## src/hdl/fpba_pkg.sv

```systemverilog
package fpba_pkg;

    // Fixed field widths of the stream items.
    localparam int BLK_W      = 3;
    localparam int AMT_W      = 16;
    localparam int TDATA_W    = 24;
    localparam int CFG_IDX_W  = 4;
    localparam int CFG_DATA_W = 4;
    localparam int ACTIVE_W   = 4;

    localparam logic [CFG_IDX_W-1:0] CFG_MODE   = 4'd0;
    localparam logic [CFG_IDX_W-1:0] CFG_ACTIVE = 4'd1;

    localparam logic OP_LOAD    = 1'b0;
    localparam logic OP_REQUEST = 1'b1;

    localparam logic [ACTIVE_W-1:0] ACTIVE_RESET = 4'd8;

    typedef enum logic [1:0] {
        MODE_FIRST = 2'd0,
        MODE_BEST  = 2'd1,
        MODE_WORST = 2'd2,
        MODE_NEXT  = 2'd3
    } t_mode;

    typedef enum logic [1:0] {
        S_IDLE,
        S_SCAN,
        S_UPDATE,
        S_RESULT
    } t_state;

    // Verdict of the shared comparator on one candidate block.
    typedef struct packed {
        logic fits;
        logic take;
    } t_cmp_res;

endpackage

```

## src/hdl/fpba_mem.sv

```systemverilog
module fpba_mem #(
    parameter int NUM_BLOCKS = 8,
    parameter int SIZE_BITS  = 16
) (
    input  logic                          i_clk,
    input  logic                          i_rst_n,
    input  logic                          i_we,
    input  logic [$clog2(NUM_BLOCKS)-1:0] i_waddr,
    input  logic [SIZE_BITS-1:0]          i_wdata,
    input  logic [$clog2(NUM_BLOCKS)-1:0] i_raddr,
    output logic [SIZE_BITS-1:0]          o_rdata
);
    import fpba_pkg::*;

    logic [SIZE_BITS-1:0]  mem [NUM_BLOCKS];
    logic [NUM_BLOCKS-1:0] r_vld;
    logic [SIZE_BITS-1:0]  r_rdata;
    logic                  r_rd_ok;

    // An entry never written since reset reads as an empty block.
    always_ff @(posedge i_clk) begin
        if (!i_rst_n) begin
            r_vld <= '0;
        end else if (i_we) begin
            r_vld[i_waddr] <= 1'b1;
        end
    end

    always_ff @(posedge i_clk) begin
        if (i_we) begin
            mem[i_waddr] <= i_wdata;
        end
    end

    always_ff @(posedge i_clk) begin
        r_rdata <= mem[i_raddr];
        r_rd_ok <= r_vld[i_raddr];
    end

    assign o_rdata = r_rd_ok ? r_rdata : '0;

endmodule

```

## src/hdl/fpba_cmp.sv

```systemverilog
module fpba_cmp #(
    parameter int SIZE_BITS = 16
) (
    input  fpba_pkg::t_mode       i_mode,
    input  logic [SIZE_BITS-1:0]  i_cand,
    input  logic [SIZE_BITS-1:0]  i_want,
    input  logic [SIZE_BITS-1:0]  i_best,
    input  logic                  i_have,
    output fpba_pkg::t_cmp_res    o_res
);
    import fpba_pkg::*;

    logic fits;
    logic better;

    always_comb begin
        fits   = (i_cand >= i_want);
        better = 1'b0;
        case (i_mode)
            MODE_BEST:  better = (i_cand < i_best);
            MODE_WORST: better = (i_cand > i_best);
            default:    better = 1'b0;
        endcase
        // Strict comparisons keep ties on the lower index.
        o_res.fits = fits;
        o_res.take = fits && (!i_have || better);
    end

endmodule

```

## src/hdl/fit_policy_block_allocator.sv

```systemverilog
// Block allocator with first, best, worst and next fit placement. A load
// request writes one block's free size and returns a zero result through
// the result state and the output register. A placement request scans the
// active blocks one per cycle through a single read port and one shared
// comparator. Each read's data is judged in the cycle after it is issued,
// and first and next fit stop as soon as a block that fits has been judged.
// A grant then passes through the update state, and the result state moves
// the result into the output register. The input is ready only while the
// sequencer is idle. A result may wait in the output register while the
// next request is taken, but a later result stays in the sequencer until
// that register is free.
module fit_policy_block_allocator #(
    parameter int NUM_BLOCKS = 8,
    parameter int SIZE_BITS  = 16
) (
    input  logic                               i_clk,
    input  logic                               i_rst_n,
    input  logic                               i_s_axis_tvalid,
    output logic                               o_s_axis_tready,
    // [2:0] block_number, [18:3] amount, [23:19] zero
    input  logic [fpba_pkg::TDATA_W-1:0]       i_s_axis_tdata,
    // [0] operation
    input  logic [0:0]                         i_s_axis_tuser,
    output logic                               o_m_axis_tvalid,
    input  logic                               i_m_axis_tready,
    // [2:0] chosen_block, [18:3] remaining_after, [23:19] zero
    output logic [fpba_pkg::TDATA_W-1:0]       o_m_axis_tdata,
    // [0] granted
    output logic [0:0]                         o_m_axis_tuser,
    input  logic                               i_cfg_valid,
    output logic                               o_cfg_ready,
    input  logic [fpba_pkg::CFG_IDX_W-1:0]     i_cfg_index,
    input  logic [fpba_pkg::CFG_DATA_W-1:0]    i_cfg_data
);
    import fpba_pkg::*;

    localparam int IDX_W = $clog2(NUM_BLOCKS);
    localparam int NMAX  = (NUM_BLOCKS < 15) ? NUM_BLOCKS : 15;
    localparam int CNT_W = $clog2(NMAX + 1);
    localparam logic [31:0] NB32 = NUM_BLOCKS;

    t_state                r_state, n_state;
    t_mode                 r_mode, n_mode;
    logic [ACTIVE_W-1:0]   r_active, n_active;
    logic [IDX_W-1:0]      r_next, n_next;
    logic [SIZE_BITS-1:0]  r_want, n_want;
    logic [CNT_W-1:0]      r_n, n_n;
    logic [CNT_W-1:0]      r_iss, n_iss;
    logic [IDX_W-1:0]      r_addr, n_addr;
    logic                  r_pend, n_pend;
    logic [IDX_W-1:0]      r_pidx, n_pidx;
    logic                  r_have, n_have;
    logic [SIZE_BITS-1:0]  r_best, n_best;
    logic [IDX_W-1:0]      r_bidx, n_bidx;
    logic                  r_res_grant, n_res_grant;
    logic [BLK_W-1:0]      r_res_blk, n_res_blk;
    logic [AMT_W-1:0]      r_res_rem, n_res_rem;
    logic                  r_out_vld, n_out_vld;
    logic                  r_out_grant, n_out_grant;
    logic [BLK_W-1:0]      r_out_blk, n_out_blk;
    logic [AMT_W-1:0]      r_out_rem, n_out_rem;

    logic                  in_acc;
    logic [BLK_W-1:0]      in_blk;
    logic [SIZE_BITS-1:0]  in_amt;
    logic                  blk_ok;
    logic [CNT_W-1:0]      cnt;
    logic [IDX_W-1:0]      start;
    logic [31:0]           addr_inc;
    logic [SIZE_BITS-1:0]  diff;
    logic                  mem_we;
    logic [IDX_W-1:0]      mem_waddr;
    logic [SIZE_BITS-1:0]  mem_wdata;
    logic [SIZE_BITS-1:0]  rd_data;
    t_cmp_res              cmp;

    assign in_acc = i_s_axis_tvalid && o_s_axis_tready;
    assign in_blk = i_s_axis_tdata[BLK_W-1:0];
    assign in_amt = SIZE_BITS'(i_s_axis_tdata[BLK_W +: AMT_W]);
    assign blk_ok = ({29'd0, in_blk} < NB32);

    // Values above the block count act as the block count.
    assign cnt = ({28'd0, r_active} > NB32) ? CNT_W'(NMAX) : CNT_W'(r_active);
    assign start = ((r_mode == MODE_NEXT) && (32'(r_next) < 32'(cnt))) ? r_next : '0;
    assign addr_inc = 32'(r_addr) + 32'd1;
    assign diff = r_best - r_want;

    assign o_s_axis_tready = (r_state == S_IDLE);
    assign o_cfg_ready     = 1'b1;
    assign o_m_axis_tvalid = r_out_vld;
    assign o_m_axis_tuser  = r_out_grant;
    assign o_m_axis_tdata  = {{(TDATA_W - BLK_W - AMT_W){1'b0}}, r_out_rem, r_out_blk};

    fpba_mem #(
        .NUM_BLOCKS (NUM_BLOCKS),
        .SIZE_BITS  (SIZE_BITS)
    ) u_mem (
        .i_clk   (i_clk),
        .i_rst_n (i_rst_n),
        .i_we    (mem_we),
        .i_waddr (mem_waddr),
        .i_wdata (mem_wdata),
        .i_raddr (r_addr),
        .o_rdata (rd_data)
    );

    fpba_cmp #(
        .SIZE_BITS (SIZE_BITS)
    ) u_cmp (
        .i_mode (r_mode),
        .i_cand (rd_data),
        .i_want (r_want),
        .i_best (r_best),
        .i_have (r_have),
        .o_res  (cmp)
    );

    always_ff @(posedge i_clk) begin
        if (!i_rst_n) begin
            r_state   <= S_IDLE;
            r_mode    <= MODE_FIRST;
            r_active  <= ACTIVE_RESET;
            r_next    <= '0;
            r_out_vld <= 1'b0;
            r_pend    <= 1'b0;
            r_have    <= 1'b0;
            r_iss     <= '0;
        end else begin
            r_state   <= n_state;
            r_mode    <= n_mode;
            r_active  <= n_active;
            r_next    <= n_next;
            r_out_vld <= n_out_vld;
            r_pend    <= n_pend;
            r_have    <= n_have;
            r_iss     <= n_iss;
        end
    end

    always_ff @(posedge i_clk) begin
        r_want      <= n_want;
        r_n         <= n_n;
        r_addr      <= n_addr;
        r_pidx      <= n_pidx;
        r_best      <= n_best;
        r_bidx      <= n_bidx;
        r_res_grant <= n_res_grant;
        r_res_blk   <= n_res_blk;
        r_res_rem   <= n_res_rem;
        r_out_grant <= n_out_grant;
        r_out_blk   <= n_out_blk;
        r_out_rem   <= n_out_rem;
    end

    always_comb begin
        n_state     = r_state;
        n_mode      = r_mode;
        n_active    = r_active;
        n_next      = r_next;
        n_want      = r_want;
        n_n         = r_n;
        n_iss       = r_iss;
        n_addr      = r_addr;
        n_pend      = r_pend;
        n_pidx      = r_pidx;
        n_have      = r_have;
        n_best      = r_best;
        n_bidx      = r_bidx;
        n_res_grant = r_res_grant;
        n_res_blk   = r_res_blk;
        n_res_rem   = r_res_rem;
        n_out_vld   = r_out_vld;
        n_out_grant = r_out_grant;
        n_out_blk   = r_out_blk;
        n_out_rem   = r_out_rem;
        mem_we      = 1'b0;
        mem_waddr   = '0;
        mem_wdata   = '0;

        if (i_cfg_valid) begin
            if (i_cfg_index == CFG_MODE) begin
                n_mode = t_mode'(i_cfg_data[1:0]);
            end else if (i_cfg_index == CFG_ACTIVE) begin
                n_active = i_cfg_data;
            end
        end

        if (r_out_vld && i_m_axis_tready) begin
            n_out_vld = 1'b0;
        end

        case (r_state)
            S_IDLE: begin
                if (in_acc) begin
                    n_res_grant = 1'b0;
                    n_res_blk   = '0;
                    n_res_rem   = '0;
                    if (i_s_axis_tuser[0] == OP_LOAD) begin
                        mem_we    = blk_ok;
                        mem_waddr = IDX_W'(in_blk);
                        mem_wdata = in_amt;
                        n_next    = '0;
                        n_state   = S_RESULT;
                    end else begin
                        n_want = in_amt;
                        n_n    = cnt;
                        n_iss  = '0;
                        n_pend = 1'b0;
                        n_have = 1'b0;
                        n_addr = start;
                        n_state = (cnt == '0) ? S_RESULT : S_SCAN;
                    end
                end
            end
            S_SCAN: begin
                // Issue one read a cycle; its data is judged in the next cycle.
                if (r_iss != r_n) begin
                    n_pend = 1'b1;
                    n_pidx = r_addr;
                    n_addr = (addr_inc == 32'(r_n)) ? '0 : IDX_W'(addr_inc);
                    n_iss  = r_iss + 1'b1;
                end else begin
                    n_pend = 1'b0;
                end
                if (r_pend && cmp.take) begin
                    n_have = 1'b1;
                    n_best = rd_data;
                    n_bidx = r_pidx;
                    if (r_mode == MODE_FIRST || r_mode == MODE_NEXT) begin
                        n_state = S_UPDATE;
                    end
                end else if (!r_pend && r_iss == r_n) begin
                    n_state = r_have ? S_UPDATE : S_RESULT;
                end
            end
            S_UPDATE: begin
                mem_we      = 1'b1;
                mem_waddr   = r_bidx;
                mem_wdata   = diff;
                n_next      = r_bidx;
                n_res_grant = 1'b1;
                n_res_blk   = BLK_W'(r_bidx);
                n_res_rem   = AMT_W'(diff);
                n_state     = S_RESULT;
            end
            S_RESULT: begin
                if (!r_out_vld || i_m_axis_tready) begin
                    n_out_vld   = 1'b1;
                    n_out_grant = r_res_grant;
                    n_out_blk   = r_res_blk;
                    n_out_rem   = r_res_rem;
                    n_state     = S_IDLE;
                end
            end
            default: begin
                n_state = S_IDLE;
            end
        endcase
    end

`ifndef SYNTHESIS
    a_busy_after_accept: assert property (@(posedge i_clk) disable iff (!i_rst_n)
        in_acc |=> !o_s_axis_tready)
        else $error("input accepted while a request is still in progress");

    a_issue_bound: assert property (@(posedge i_clk) disable iff (!i_rst_n)
        (r_state == S_SCAN) |-> (r_iss <= r_n))
        else $error("scan issued more reads than active blocks");

    a_grant_active: assert property (@(posedge i_clk) disable iff (!i_rst_n)
        (r_state == S_UPDATE) |-> (32'(r_bidx) < 32'(r_n)))
        else $error("granted block lies outside the active blocks");

    a_refusal_zero: assert property (@(posedge i_clk) disable iff (!i_rst_n)
        (r_out_vld && !r_out_grant) |-> (r_out_blk == '0 && r_out_rem == '0))
        else $error("result without a grant carries non-zero data");
`endif

endmodule
```

## config.mk

```make
export PLATFORM = sky130hd
export DESIGN_NAME = fit_policy_block_allocator
export DESIGN_NICKNAME = d
export VERILOG_FILES = /design/src/hdl/fpba_pkg.sv /design/src/hdl/fpba_mem.sv /design/src/hdl/fpba_cmp.sv /design/src/hdl/fit_policy_block_allocator.sv
export SDC_FILE = /design/constraint.sdc
export NUM_CORES = 1
export LEC_CHECK = 0
export ABC_AREA = 1
export ABC_CLOCK_PERIOD_IN_PS = 4800
export BUFFER_PORTS_ARGS = -buffer_cell sky130_fd_sc_hd__buf_2
export CORE_MARGIN = 2
export CORE_UTILIZATION = 40
export CTS_CLUSTER_DIAMETER = 60
export DETAILED_ROUTE_END_ITERATION = 8
export GPL_TIMING_DRIVEN = 0
export SLEW_MARGIN = 20
export SYNTH_ARGS = -nofsm -noshare
export SYNTH_HDL_FRONTEND = slang
export SYNTH_SLANG_ARGS = --single-unit
```

## constraint.sdc

```tcl
create_clock -name i_clk -period 4.8 [get_ports i_clk]
set_input_delay 0.24 -clock i_clk [delete_from_list [all_inputs] [get_ports i_clk]]
set_output_delay 0.24 -clock i_clk [all_outputs]
set_load 0.01 [all_outputs]
```

==> qor.yml <==
synth_top_area_share_pct: 56.8
synth_cell_types: 44
synth.yosys.seq_area_share_pct: 64.4
h-tree-depth: 1
ant_nets: 0
synth.most_common_cell: "edfxtp_1"
start_kind: "flop"
arrival_ns: 3.46
numCtsBuffers: 27
yosys-top-cells-count: "edfxtp_1 (213), nor2_1 (167), nand2_1 (129), inv_1 (112), o21ai_0 (99)"
period_minus_slack_ns: 3.23
synth-main-ff-cell: "edfxtp_1"
p_leak_nw: 5.34
cts_tree: "built"
synth_top_cell_by_area: "edfxtp_1"
clock_path_buffers: 3
syn_avg_cell_area_sq_um: 10.9
drive_gt1_share_pct: 12.2
maxSlewViolCount: 0
async_reset_ff_share_pct: 0
portBuffers: 54
rows: 61
clock_skew_ns: 0.00684
finalSetupViolCount: 0
vias: 7591
cp_slowest_cell: "nor2_2"
power_density_nw_per_um2: 531
tightest_slew_ns: 0.785
status: "completed"
routabilityCongestion: 0.830
drc: 0
finalNonFillerCells: 1556
finalCritPeriodShare_pct: 67.4
grt_start_max_net_pins: 18
boundaryPins: 66
synth_edf_count: 213
tns_ns: 0
syn_to_final_growth_pct: 17.9
drtPass1Iterations: 5
fp.dieH_um: 172
path_max_fanout: 10
drt_iter0_markers: 582
ys.warnings.count: 0
synthCells: 1038
layout.nets: 1252
fp.dieW_um: 172
hold_violations: 0
slew_headroom_pct: 47.3
grt_overflow_total: 0
clock-sinks: 256
critPathKind: "reg2reg"
hpwl_um: 18500
cts_root_buffer: "clkbuf_16"
grt_pass1_vias: 7312
rsz0062_at_grt: "false"
antenna_found_initial: 0
synth_seq_cells: 256
netlist_area_sq_um: 11300
vias_per_cell: 4.88
die_area_sq_um: 29500
vdd_drop_max_mv: 0.250
min_path_type: "in2reg"
max_freq_ghz: 0.309
clk_latency_ns: 0.52
antenna_cells: 0
start_util_pct: 40.6
wirelength_um: 25000
wire_per_inst_um: 16.0
max_cap_viol_count: 0
clkSlewWorstSetupHoldPaths_ns: 0.06
core_sq_um: 27800
synth.area.top_cells: "edfxtp_1 (57%), dfxtp_1 (7.6%), ha_1 (6.1%)"
required_ns: 5.03
crit_family: "simple AND/OR/NAND/NOR gates"
cp_common_cell: "nand2_1"
path_cells: "buf_6, clkbuf_1, nand2_1, inv_1, ha_1, a21oi_1, o21ai_0, a21oi_1, nand2_1, nand2_1, nand3_2, nand2_2, nand2_2, nor2_2, buf_8"
crit_buf_inv: 4
grt_use_total_pct: 17.2
grt_pass1_wl_um: 38800
postCtsSetupRepairBufs: 0
critPathMaxStageDelay_ns: 0.47
place_inst: 1486
endpoint_kind: "flop"
worst reg2reg max path, cell delays in order, from the launching register on:
cell      delay, ns
dfxtp_1        0.32
buf_6          0.14
clkbuf_1       0.39
nand2_1        0.11
inv_1          0.13
ha_1           0.25
a21oi_1        0.16
o21ai_0        0.13
a21oi_1        0.24
nand2_1        0.08
nand2_1        0.07
nand3_2        0.07
nand2_2        0.07
nand2_2        0.07
nor2_2         0.47
buf_8          0.24
layer usage:
layer  global-route usage [%]  routed length, um  vias to the layer above  part of all wire (%)
met5                        0                  0                        -                     0
met4                     6.28                737                        0                   3.0
met3                     2.49               1300                       49                   5.2
met2                     28.9              11800                      198                    47
met1                     22.8              11200                     3525                    45
li1                         -                  -                     3819                     -
worst paths after layout:
kind / start / end / slack, ns / cells after the start
worst max-delay path: u_mem.r_rd_ok / r_best[7] / 1.57 / 15
worst min-delay path: i_cfg_data[1] / r_mode[1] / 0.02 / 3
worst max register to register: u_mem.r_rd_ok / r_best[7] / 1.57 / 15
worst min register to register: r_res_rem[0] / r_out_rem[0] / 0.42 / 0
per-stage QoR:
step	hold slack, ns	util (%)	cell area (sq um)	setup WS, ns	power [mW]
detailed placement	0.405	44.0	12200	1.51	5.12
global route	0.0119	47.8	13300	1.28	7.50
global placement	0.400	43.3	12000	0.484	5.03
finish	0.0239	47.8	13300	1.57	7.06
CTS	0.00538	47.8	13300	1.49	7.12
floorplan	0.339	-	11300	1.76	4.44
state kept, by name, indices dropped and copies added, names as in the netlist, 8 cells and up:
signal	count
u_mem.r_rdata	16
r_best	16
r_out_rem	16
u_mem.r_vld	8
u_mem.mem	128
r_res_rem	16
r_want	16
layout make-up:
type	count	area, sq um
buffer	41	190
multi-input combinational	630	3440
tap	378	473
sequential	256	7260
timing repair buffer	87	639
fill	2555	14500
clock inverter	10	60.1
inverter	115	432
clock buffer	39	791
power by group:
part | switching (mW) | internal (mW)
Clock | 0.833 | 1.14
Combinational | 1.32 | 0.594
Sequential | 0.124 | 3.04
Total | 2.28 | 4.78
placed cells by master (no fill, tap or decap), drive strengths merged, types with 6 or more instances in the layout:
cell type / synthesis / layout
o21a: 8 / 8
conb: 2 / 6
a21o: 6 / 6
a31oi: 19 / 19
o22ai: 20 / 20
clkinv: 2 / 10
dlygate4sd3: 0 / 21
edfxtp: 213 / 213
nor3: 6 / 6
clkbuf: 27 / 66
nand4: 7 / 7
a21oi: 48 / 48
dfxtp: 43 / 43
xnor2: 6 / 6
nor2: 168 / 168
buf: 14 / 80
ha: 55 / 55
o21ai: 104 / 104
nand2: 133 / 133
nand3: 21 / 21
inv: 113 / 114
cell families after synthesis:
group / Yosys count / synth area share (%)
simple gates: 341 / 12.2
flops: 256 / 64.4
compound gates: 216 / 10.7
buf+inv: 156 / 5.52
fa+ha+maj: 56 / 6.28
xor+xnor: 11 / 0.855
other cells: 2 / 0.0666
timing repair:
item                                    4_1_cts  5_1_grt
endpoints found under the setup margin        0        0
endpoints found under the hold margin        20        0
gates resized for setup                       0        0
hold buffers                                 21        0
Power figures use the tool's default switching activity.
